==> src/rtl/core/tmsg_pkg.sv <==
// shared constants for the toroidal moore stencil gather core
package tmsg_pkg;

  localparam int unsigned MAX_CELLS = 4096;
  localparam int unsigned WORD_BITS = 32;

  localparam int unsigned ADDR_W  = $clog2(MAX_CELLS);
  localparam int unsigned NODE_W  = 12;
  localparam int unsigned LEN_W   = 13;
  localparam int unsigned OUT_W   = 32;
  localparam int unsigned ARITH_W = LEN_W + 1;
  localparam int unsigned NBR_CNT = 9;
  localparam int unsigned SLOT_W  = $clog2(NBR_CNT);

  localparam logic [1:0] REQ_LOAD    = 2'd0;
  localparam logic [1:0] REQ_CENTRE  = 2'd1;
  localparam logic [1:0] REQ_ADVANCE = 2'd2;
  localparam logic [1:0] REQ_NONE    = 2'd3;

  localparam logic CFG_ROW_LENGTH = 1'b0;
  localparam logic CFG_NODE_COUNT = 1'b1;

  localparam logic [LEN_W-1:0] ROW_LENGTH_RESET = LEN_W'(64);
  localparam logic [LEN_W-1:0] NODE_COUNT_RESET = LEN_W'(4096);

  // neighbour rows relative to the centre
  localparam logic [1:0] ROW_ABOVE = 2'd0;
  localparam logic [1:0] ROW_SAME  = 2'd1;
  localparam logic [1:0] ROW_BELOW = 2'd2;

endpackage

==> src/rtl/core/tmsg_rem.sv <==
// bit-serial restoring remainder unit, one dividend bit per cycle
module tmsg_rem (
  input  logic                       clk_i,
  input  logic                       rst_ni,
  input  logic                       start_i,
  input  logic [tmsg_pkg::NODE_W-1:0] dividend_i,
  input  logic [tmsg_pkg::LEN_W-1:0]  divisor_i,
  output logic                       done_o,
  output logic [tmsg_pkg::NODE_W-1:0] rem_o
);

  localparam int unsigned CNT_W = $clog2(tmsg_pkg::NODE_W + 1);

  logic [tmsg_pkg::LEN_W-1:0]  rem_d, shifted;
  logic [tmsg_pkg::NODE_W-1:0] rem_q;
  logic [tmsg_pkg::NODE_W-1:0] sh_q;
  logic [CNT_W-1:0]            cnt_q;
  logic                        busy_q, done_q;

  always_comb begin
    shifted = {rem_q, sh_q[tmsg_pkg::NODE_W-1]};
    if (shifted >= divisor_i) begin
      rem_d = shifted - divisor_i;
    end else begin
      rem_d = shifted;
    end
  end

  always_ff @(posedge clk_i or negedge rst_ni) begin
    if (!rst_ni) begin
      busy_q <= 1'b0;
      done_q <= 1'b0;
      cnt_q  <= '0;
      rem_q  <= '0;
      sh_q   <= '0;
    end else begin
      done_q <= !start_i && busy_q && (cnt_q == CNT_W'(1));
      if (start_i) begin
        busy_q <= 1'b1;
        cnt_q  <= CNT_W'(tmsg_pkg::NODE_W);
        rem_q  <= '0;
        sh_q   <= dividend_i;
      end else if (busy_q) begin
        // remainder stays below the divisor, so it fits the node width
        rem_q <= rem_d[tmsg_pkg::NODE_W-1:0];
        sh_q  <= {sh_q[tmsg_pkg::NODE_W-2:0], 1'b0};
        cnt_q <= cnt_q - CNT_W'(1);
        if (cnt_q == CNT_W'(1)) begin
          busy_q <= 1'b0;
        end
      end
    end
  end

  assign done_o = done_q;
  assign rem_o  = rem_q;

endmodule

==> config.mk <==
export PLATFORM = sky130hd
export DESIGN_NAME = tmsg_rem
export DESIGN_NICKNAME = d
export VERILOG_FILES = /design/src/rtl/core/tmsg_pkg.sv /design/src/rtl/core/tmsg_rem.sv
export SDC_FILE = /design/constraint.sdc
export NUM_CORES = 1
export LEC_CHECK = 0
export BUFFER_PORTS_ARGS = -buffer_cell sky130_fd_sc_hd__buf_2
export CAP_MARGIN = 30
export CORE_ASPECT_RATIO = 1.1
export CORE_MARGIN = 2
export CORE_UTILIZATION = 30
export DETAILED_ROUTE_END_ITERATION = 8
export GPL_TIMING_DRIVEN = 0
export SLEW_MARGIN = 20
export SYNTH_ARGS = -nofsm -noshare
export SYNTH_HDL_FRONTEND = slang
export SYNTH_SLANG_ARGS = --single-unit
==> constraint.sdc <==
create_clock -name clk_i -period 5.8 [get_ports clk_i]
set_clock_uncertainty 0.2 [all_clocks]
set_input_delay 0.87 -clock clk_i [delete_from_list [all_inputs] [get_ports clk_i]]
set_output_delay 0.87 -clock clk_i [all_outputs]
set_load 0.03 [all_outputs]
-- Yosys cells after proc, flatten, opt, wreduce, memory -nomap -nowiden
Cells that the tools add are included.
- flip-flop bits (word level): 30
- bits in latches: 0
- memory bits (writable): 0
- memory bits (read-only): 0
- input bits: 28
- logic and storage cells: 23
- memories: 0
- add/sub/neg operators: 2
- $mul: 0
- divide/modulo/power cells: 0
- magnitude comparators: 1
- equal/unequal tests: 1
- shift-type cells: 0
- multiplexer cells: 10
- bitwise gates (word level): 0
- reductions and logical operators: 4
- operator list (kind ; count):
    $mux 12 ; 5
    $ge 13x13->1 ; 1
    $sub 12x12->12 ; 1
    $mux 4 ; 2
    $eq 4x1->1 const B ; 1
    $sub 4x1->4 const B ; 1
    $mux 1 ; 3
    $logic_and 1x1->1 ; 2
    $reduce_bool 2->1 ; 1
    $logic_not 1->1 ; 1

-- Longest topological paths before layout
Gate-level depths: netlist (run 1).
- depth after elaboration: 4
- gate-level depth with buffers: 9

-- Worst setup path before layout (run 1)
OpenSTA, ideal clock, no wires.
- kind: input-to-reg
- start point: input divisor_i[9] in the netlist's numbering
- end point: register rem_q, in the netlist rem_o[11]
- setup time: 0.096 ns
- data arrival time: 2.686 ns
- slack: 2.818 ns
- stages: 8
- path buffers: 0
- cell sequence: inv_1 > ha_1 > nand4_1 > o31a_1 > o21ai_2 > nor3_2 > or4_1 > a311oi_2
- longest elaborated chain between the ends: 4
- ends and longest elaborated chain (element ; RTL line ; RTL):
    start: declaration ; tmsg_rem.sv:7 ; input logic [tmsg_pkg::LEN_W-1:0] divisor_i,
    $sub 12x12->12 or $ge 13x13->1 (tied branches) ; tmsg_rem.sv:23, tmsg_rem.sv:22 ;
    $mux 12 (*) ; tmsg_rem.sv:22 ; if (shifted >= divisor_i) begin
    $mux 12 (*) ; tmsg_rem.sv:43 ; end else if (busy_q) begin
    $mux 12 (*) ; tmsg_rem.sv:38 ; if (start_i) begin
    end signal: assignment ; tmsg_rem.sv:45 ; rem_q <= rem_d[tmsg_pkg::NODE_W-1:0];
    end: declaration ; tmsg_rem.sv:15 ; logic [tmsg_pkg::NODE_W-1:0] rem_q;
Mark *: on every way between the ends. The rest lies on a longest branch, timed or not. The select of a mux whose other input is x is not followed.
A chain may end at the register's enable or synchronous reset.

-- Final worst setup path (run 1)
Same ends and word-level chain as after synthesis.

==> impl_metrics.tcl, run 1 <==
set metrics [dict create \
    status "complete, no violations" \
    rr_endpoint "rem_o[11]" \
    finalSetupViolCount 0 \
    cts_made_buffers 5 \
    synth-seq-area-share_pct 37.3 \
    nNetsFinal 316 \
    ys_async_sr_fraction_pct 100 \
    clk_pin_slew_ps 70 \
    mappedNetlistArea_mm2 0.00201 \
    grt_overflow 0 \
    finalHoldViolations 0 \
    vdd_drop_max_uv 127 \
    layout-drive-gt1-share_pct 19.0 \
    power_density_mw_per_mm2 226 \
    numPortBuffers 39 \
    critPathLaunchType "primary input" \
    vias 1800 \
    syn_to_final_growth_pct 20.5 \
    min_path_type "reg2reg" \
    rsz0062_at_grt "false" \
    worstRegToRegCells 7 \
    diodes 0 \
    root_buffer "clkbuf_8" \
    finalWeightedCongestion 0.800 \
    num_rows 31 \
    synth_compound_area_share_pct 18.9 \
    die_area_mm2 0.00737 \
    crit_path_end "rem_o[11]" \
    synthesis.nets 270 \
    leakage_nw 1.29 \
    synth_top_area_share_pct 37.3 \
    setup_ws_ps 2790 \
    cts_buffer_depth 2 \
    period_minus_slack_ps 3010 \
    tightest_slew_ps 654 \
    synth_top_area_cell "dfrtp_1" \
    synthSimpleGateAreaFrac_pct 15.7 \
    track_usage_pct 14.5 \
    critical_path_class "in2reg" \
    dpl.hpwl_um 3820 \
    grt_max_degree 31 \
    synth_top_family_by_area "compound AO/OA/AOI/OAI gates" \
    antenna_left 0 \
    synth-seq-cells 30 \
    core_mm2 0.00656 \
    synthTopCellsByArea "dfrtp_1 37%, ha_1 9.3%, mux2i_1 7.5%" \
    postCtsSetupBuffers 0 \
    r2r-start "rem_o[8]" \
    dr.pass1.iters 4 \
    synth-edff-count 0 \
    ys.flop_type "dfrtp_1" \
    routedWlPerCell_um 14.1 \
    cts.repair.resized 0 \
    drc 0 \
    ctsHoldBuffers 0 \
    max_freq_mhz 332 \
    setup_tns_ps 0 \
    synthMuxAreaShare_pct 7.47 \
    start_util_pct 30.7 \
    worstPathRequired_ps 5790 \
    path_max_fanout 8 \
    vias_per_cell 5.07 \
    r2r_slack_ps 3020 \
    synthXorXnorAreaFrac_pct 4.79 \
    post-place-ws_ps 2480 \
    ios 41 \
    end_kind "flop" \
    slew_headroom_pct 56.4 \
    cp.arrival_ps 3000 \
    fin_util_pct 37.0 \
    crit_path_start "divisor_i[9]" \
    first_global_vias 1761 \
    cts_sinks 30 \
    synth-adder-area-share_pct 10.3 \
    postSynthAreaPerCell_um2 8.90 \
    first_iter_violations 115 \
    cap_violations 0 \
    grt_first_pass_wirelength_um 8360 \
    antenna_found_initial 0 \
    slew_viol_final 0 \
    cts_tree "done" \
    period_share_pct 52.0 \
    synthCells 226 \
    die_w_um 82.1 \
    yosys_warnings 0 \
    routed_wl_um 5000 \
    clock_latency_ps 290 \
    ctsHtreeMaxLevel 2 \
    synth_cell_types 43 \
    die_h_um 89.9 \
]
-- cells in the mapped netlist, drive strengths merged, types with 2 or more instances --
master and count:
o31a 2, xnor2 10, inv 20, nor2 16, buf 4, nor3 4, and3 5, clkbuf 5
a311oi 5, nand3 2, o31ai 2, a21oi 8, o21a 4, a211oi 4, nor2b 3, nand2 29
o21ai 22, mux2i 15, dfrtp 30, ha 15, nand4 3
-- kinds of logic after synthesis --
| kind of cell | Yosys count |
|---|---|
| flops | 30 |
| xor+xnor | 11 |
| mux | 15 |
| simple gates | 68 |
| buf+inv | 29 |
| fa+ha+maj | 16 |
| compound gates | 57 |
-- final cells by class --
| class | count | area [µm²] |
|---|---|---|
| clock inverters | 3 | 45.0 |
| flip-flops and latches | 30 | 751 |
| repair buffers | 39 | 195 |
| multi-input cells | 167 | 1150 |
| fillers | 656 | 4130 |
| plain buffers | 9 | 35.0 |
| well taps | 82 | 103 |
| inverters | 20 | 75.1 |
| clock buffers | 5 | 68.8 |
-- worst min path at each step --
stage	start	end	slack, ps	cells past startpoint
2_1_floorplan	cnt_q[3]	cnt_q[3]	290	2
3_3_place_gp	cnt_q[3]	cnt_q[3]	310	2
3_5_place_dp	sh_q[0]	sh_q[0]	330	2
4_1_cts	sh_q[0]	sh_q[0]	340	2
5_1_grt	cnt_q[3]	cnt_q[3]	370	2
6_report	cnt_q[3]	cnt_q[3]	340	2
-- per-stage QoR --
| stage | std cells | area (µm²) | hold WS (ps) | total power [mW] |
|---|---|---|---|---|
| after floorplan | 226 | 2010 | 289 | 0.304 |
| after global placement | 347 | 2310 | 310 | 0.337 |
| after detailed placement | 347 | 2310 | 334 | 0.339 |
| after CTS | 355 | 2420 | 345 | 0.553 |
| after global routing | 355 | 2420 | 373 | 0.577 |
| final | 355 | 2420 | 343 | 0.547 |
-- critical path, cell delays in order --
cell,delay [ps]
buf_2,70
inv_1,30
ha_1,380
nand4_1,150
o31a_1,340
o21ai_2,190
nor3_2,140
or4_1,570
a311oi_2,270
-- state kept, by name (all words and copies together), names as in the netlist --
name and count:
busy_q 1, sh_q 12, cnt_q 4, rem_o 12
done_o 1
-- layout by cell type (no fill, tap or decap), types with 4 or more instances in the layout --
cell type,instances
clkbuf_1,5
ha_1,15
mux2i_1,15
and3_1,5
a211oi_1,4
inv_1,20
xnor2_1,10
a21oi_1,8
o21a_1,4
o21ai_0,21
a311oi_1,4
nor2_1,16
clkbuf_8,5
dfrtp_1,30
buf_2,40
nand2_1,29
-- power breakdown --
part | total [mW] | internal (mW) | switching (mW) | leakage, nW
registers | 0.234 | 0.223 | 0.0111 | 0.380
clock network | 0.212 | 0.128 | 0.0845 | 0.0504
logic | 0.101 | 0.0430 | 0.0577 | 0.857
-- metal layers --
layer  vias up  wire (µm)  GRT usage [%]
met5         -          0              0
met4         0         75           3.89
met3         8        250           3.92
met2        42       2310           21.7
met1       862       2360           20.6
li1        888          -              -
No activity file was read; power rests on OpenSTA's default activity.
==> run 2: changes to the inputs <==
--- a/config.mk
+++ b/config.mk
@@ -5,6 +5,7 @@
 export SDC_FILE = /design/constraint.sdc
 export NUM_CORES = 1
 export LEC_CHECK = 0
+export ABC_AREA = 1
 export BUFFER_PORTS_ARGS = -buffer_cell sky130_fd_sc_hd__buf_2
 export CAP_MARGIN = 30
 export CORE_ASPECT_RATIO = 1.1
==> constraint.sdc (replaced) <==
create_clock -name clk_i -period 2.4 [get_ports clk_i]
set_clock_uncertainty 0.2 [all_clocks]
set_input_delay 0.36 -clock clk_i [delete_from_list [all_inputs] [get_ports clk_i]]
set_output_delay 0.36 -clock clk_i [all_outputs]
set_load 0.03 [all_outputs]
==> run 2 against run 1 <==
Against the previous run: sequential power rose to 2.9 times the previous value; sequential share of layout area shrank 3.4 points; design area is 12% higher; wire length is 8.6% higher; setup slack got worse by 2600 ps; total power rose to 4.0 times the previous value; first-iteration DRC count fell by 32%; area after synthesis rose by 14%; cell count grew 28%; hold slack got worse by 260 ps; sequential cell count unchanged; critical path type is now reg2reg; largest cell class unchanged; largest power group is now combinational cells; highest routed layer unchanged.
==> impl_metrics.tcl, run 2 <==
set metrics [dict create \
    critical-path-top-delay-family "simple AND/OR/NAND/NOR gates" \
    ios 41 \
    grt_first_pass_wirelength_um 9180 \
    cts_buffer_depth 2 \
    clk_pin_slew_ps 70 \
    r2r_slack_ps 170 \
    cts_sinks 30 \
    cts_made_buffers 5 \
    mappedNetlistArea_mm2 0.00229 \
    synth-seq-area-share_pct 32.8 \
    crit_buf_inv 1 \
    dr.pass1.iters 4 \
    diodes 0 \
    synth_most_common_cell "nand2_1" \
    period_share_pct 93.1 \
    fillerInstances 791 \
    path_max_fanout 10 \
    core_mm2 0.00743 \
    max_stage_delay_ps 420 \
    critical_path_class "reg2reg" \
    yosys_warnings 0 \
    finalWeightedCongestion 0.899 \
    clock_latency_ps 290 \
    die_w_um 87.3 \
    track_usage_pct 14.1 \
    synthCells 317 \
    period_minus_slack_ps 2230 \
    first_global_vias 2042 \
    critPathLaunchType "flop" \
    intPower_mw 1.22 \
    layout_common_cells "99 x nand2_1, 63 x inv_1, 40 x buf_2" \
    die_h_um 95.7 \
    setup_tns_ps 0 \
    layout-drive-gt1-share_pct 22.0 \
    crit_path_end "rem_o[7]" \
    routed_wl_um 5430 \
    synth_top_area_cell "dfrtp_1" \
    drc 0 \
    syn_to_final_growth_pct 19.0 \
    worstPathRequired_ps 2380 \
    switching_share_pct 44.2 \
    slew_headroom_pct 52.8 \
    clock_power_share_pct 19.8 \
    crit_path_start "rem_o[8]" \
    vdd_drop_max_uv 404 \
    cp_num_cells 10 \
    synth-edff-count 0 \
    cp.arrival_ps 2210 \
    slew_viol_final 0 \
    antenna_left 0 \
    routedWlPerCell_um 11.9 \
    post-place-ws_ps 97.4 \
    setup_ws_ps 166 \
    cts_tree "done" \
    numPortBuffers 39 \
    cap_violations 0 \
    start_util_pct 30.8 \
    p_seq_share_pct 30.7 \
    ys.flop_type "dfrtp_1" \
    worstRegToRegCells 10 \
    tightest_slew_ps 708 \
    max_freq_mhz 448 \
    die_area_mm2 0.00835 \
    first_iter_violations 78 \
    grt_overflow 0 \
    final_common_cell "nand2_1" \
    synth_cell_types 33 \
    power_density_mw_per_mm2 804 \
    synth_top_area_share_pct 32.8 \
    finalHoldViolations 0 \
    ys_top_cells_by_count "99 x nand2_1, 63 x inv_1, 30 x dfrtp_1, 22 x nand3_1, 15 x ha_1" \
    p_switching_mw 0.969 \
    synthTopCellsByArea "dfrtp_1 33%, nand2_1 16%, inv_1 10%" \
    status "complete, no violations" \
    num_rows 33 \
    hold_depth 3 \
    rr_endpoint "rem_o[7]" \
    crit_chain "ha_2 > nand2_1 > nor2_4 > and2_2 > nand2_4 > nand3_4 > buf_12 > nand3_2 > nand3_1 > nand2_1" \
    end_kind "flop" \
    leakage_nw 1.54 \
    nNetsFinal 411 \
    root_buffer "clkbuf_8" \
    ys_async_sr_fraction_pct 100 \
    rsz0062_at_grt "false" \
    critPathSlowestCell "dfrtp_1" \
    vias_per_cell 4.74 \
    dpl.hpwl_um 4300 \
    finalSetupViolCount 0 \
    antenna_found_initial 0 \
    cp_common_cell "nand2_1" \
    pwr-share-comb_pct 49.5 \
    synth-seq-cells 30 \
    ctsHtreeMaxLevel 2 \
    r2r-start "rem_o[8]" \
    min_path_type "in2reg" \
    postSynthAreaPerCell_um2 7.23 \
    synthesis.nets 361 \
    vias 2157 \
    grt_max_degree 31 \
]
## run 2: cell count changes after synthesis, sizes merged, moves of 6 or more
cell and delta:
nand4 +8, nand3 +27, o221ai +6, o21ai -14, xnor2 -6, nand2 +77
mux2i -15, inv +43
## run 2: final cells by class
cell class / instances / area (µm²) / area share (%)
inverters: 64 / 240 / 8.82
multi-input cells: 217 / 1260 / 46.3
clock inverters: 2 / 12.5 / 0.459
clock buffers: 6 / 82.6 / 3.03
plain buffers: 6 / 40.0 / 1.47
well taps: 87 / 109 / 3.99
flip-flops and latches: 30 / 751 / 27.5
repair buffers: 43 / 228 / 8.36
## run 2: kinds of logic after synthesis
group,Yosys count,share of synthesized area (%)
simple gates,169,35.2
buf+inv,70,12.2
flops,30,32.8
compound gates,27,8.85
fa+ha+maj,16,9.07
xor+xnor,5,1.91
## run 2: what timing repair did
action	CTS	global route
gates resized for setup	0	1
buffers inserted	0	3
endpoints found under the setup margin	0	4
endpoints found under the hold margin	30	0
hold buffers	1	0
## run 2: worst min path at each step
stage	startpoint	to	slack, ps
floorplan	rst_ni	busy_q	-140
global placement	rst_ni	cnt_q[0]	250
detailed placement	rst_ni	cnt_q[1]	250
CTS	dividend_i[5]	sh_q[5]	70
global route	dividend_i[5]	sh_q[5]	90
finish	dividend_i[5]	sh_q[5]	80
## run 2: layer usage
layer	share of wire, %	track usage, %	vias to the layer above
met5	0	0	-
met4	3.4	7.05	0
met3	3.9	2.77	15
met2	48	24.6	45
met1	45	16.2	985
li1	-	-	1112
## run 2: stage by stage
| stage | utilization [%] | instances | power, mW | hold WS, ps | cell area, µm² |
|---|---|---|---|---|---|
| global route | 36.7 | 455 | 2.38 | 88.3 | 2730 |
| global placement | 34.9 | 443 | 1.73 | 253 | 2590 |
| floorplan | - | 317 | 1.49 | -136 | 2290 |
| finish | 36.7 | 455 | 2.19 | 77.7 | 2730 |
| CTS | 36.3 | 452 | 2.19 | 74.7 | 2700 |
| detailed placement | 34.9 | 443 | 1.75 | 249 | 2590 |
## run 2: power by group through the flow
stage / clock network, mW / registers, mW / logic [mW]
final: 0.435 / 0.672 / 1.08
after global routing: 0.476 / 0.685 / 1.22
after CTS: 0.446 / 0.674 / 1.07
after detailed placement: 0 / 0.682 / 1.06
after global placement: 0 / 0.680 / 1.05
after floorplan: 0 / 0.774 / 0.716
## run 2: worst reg2reg max path, cell delays in order (launching register included)
cell	delay, ps
dfrtp_1	420
ha_2	400
nand2_1	140
nor2_4	160
and2_2	190
nand2_4	100
nand3_4	150
buf_12	160
nand3_2	80
nand3_1	80
nand2_1	50
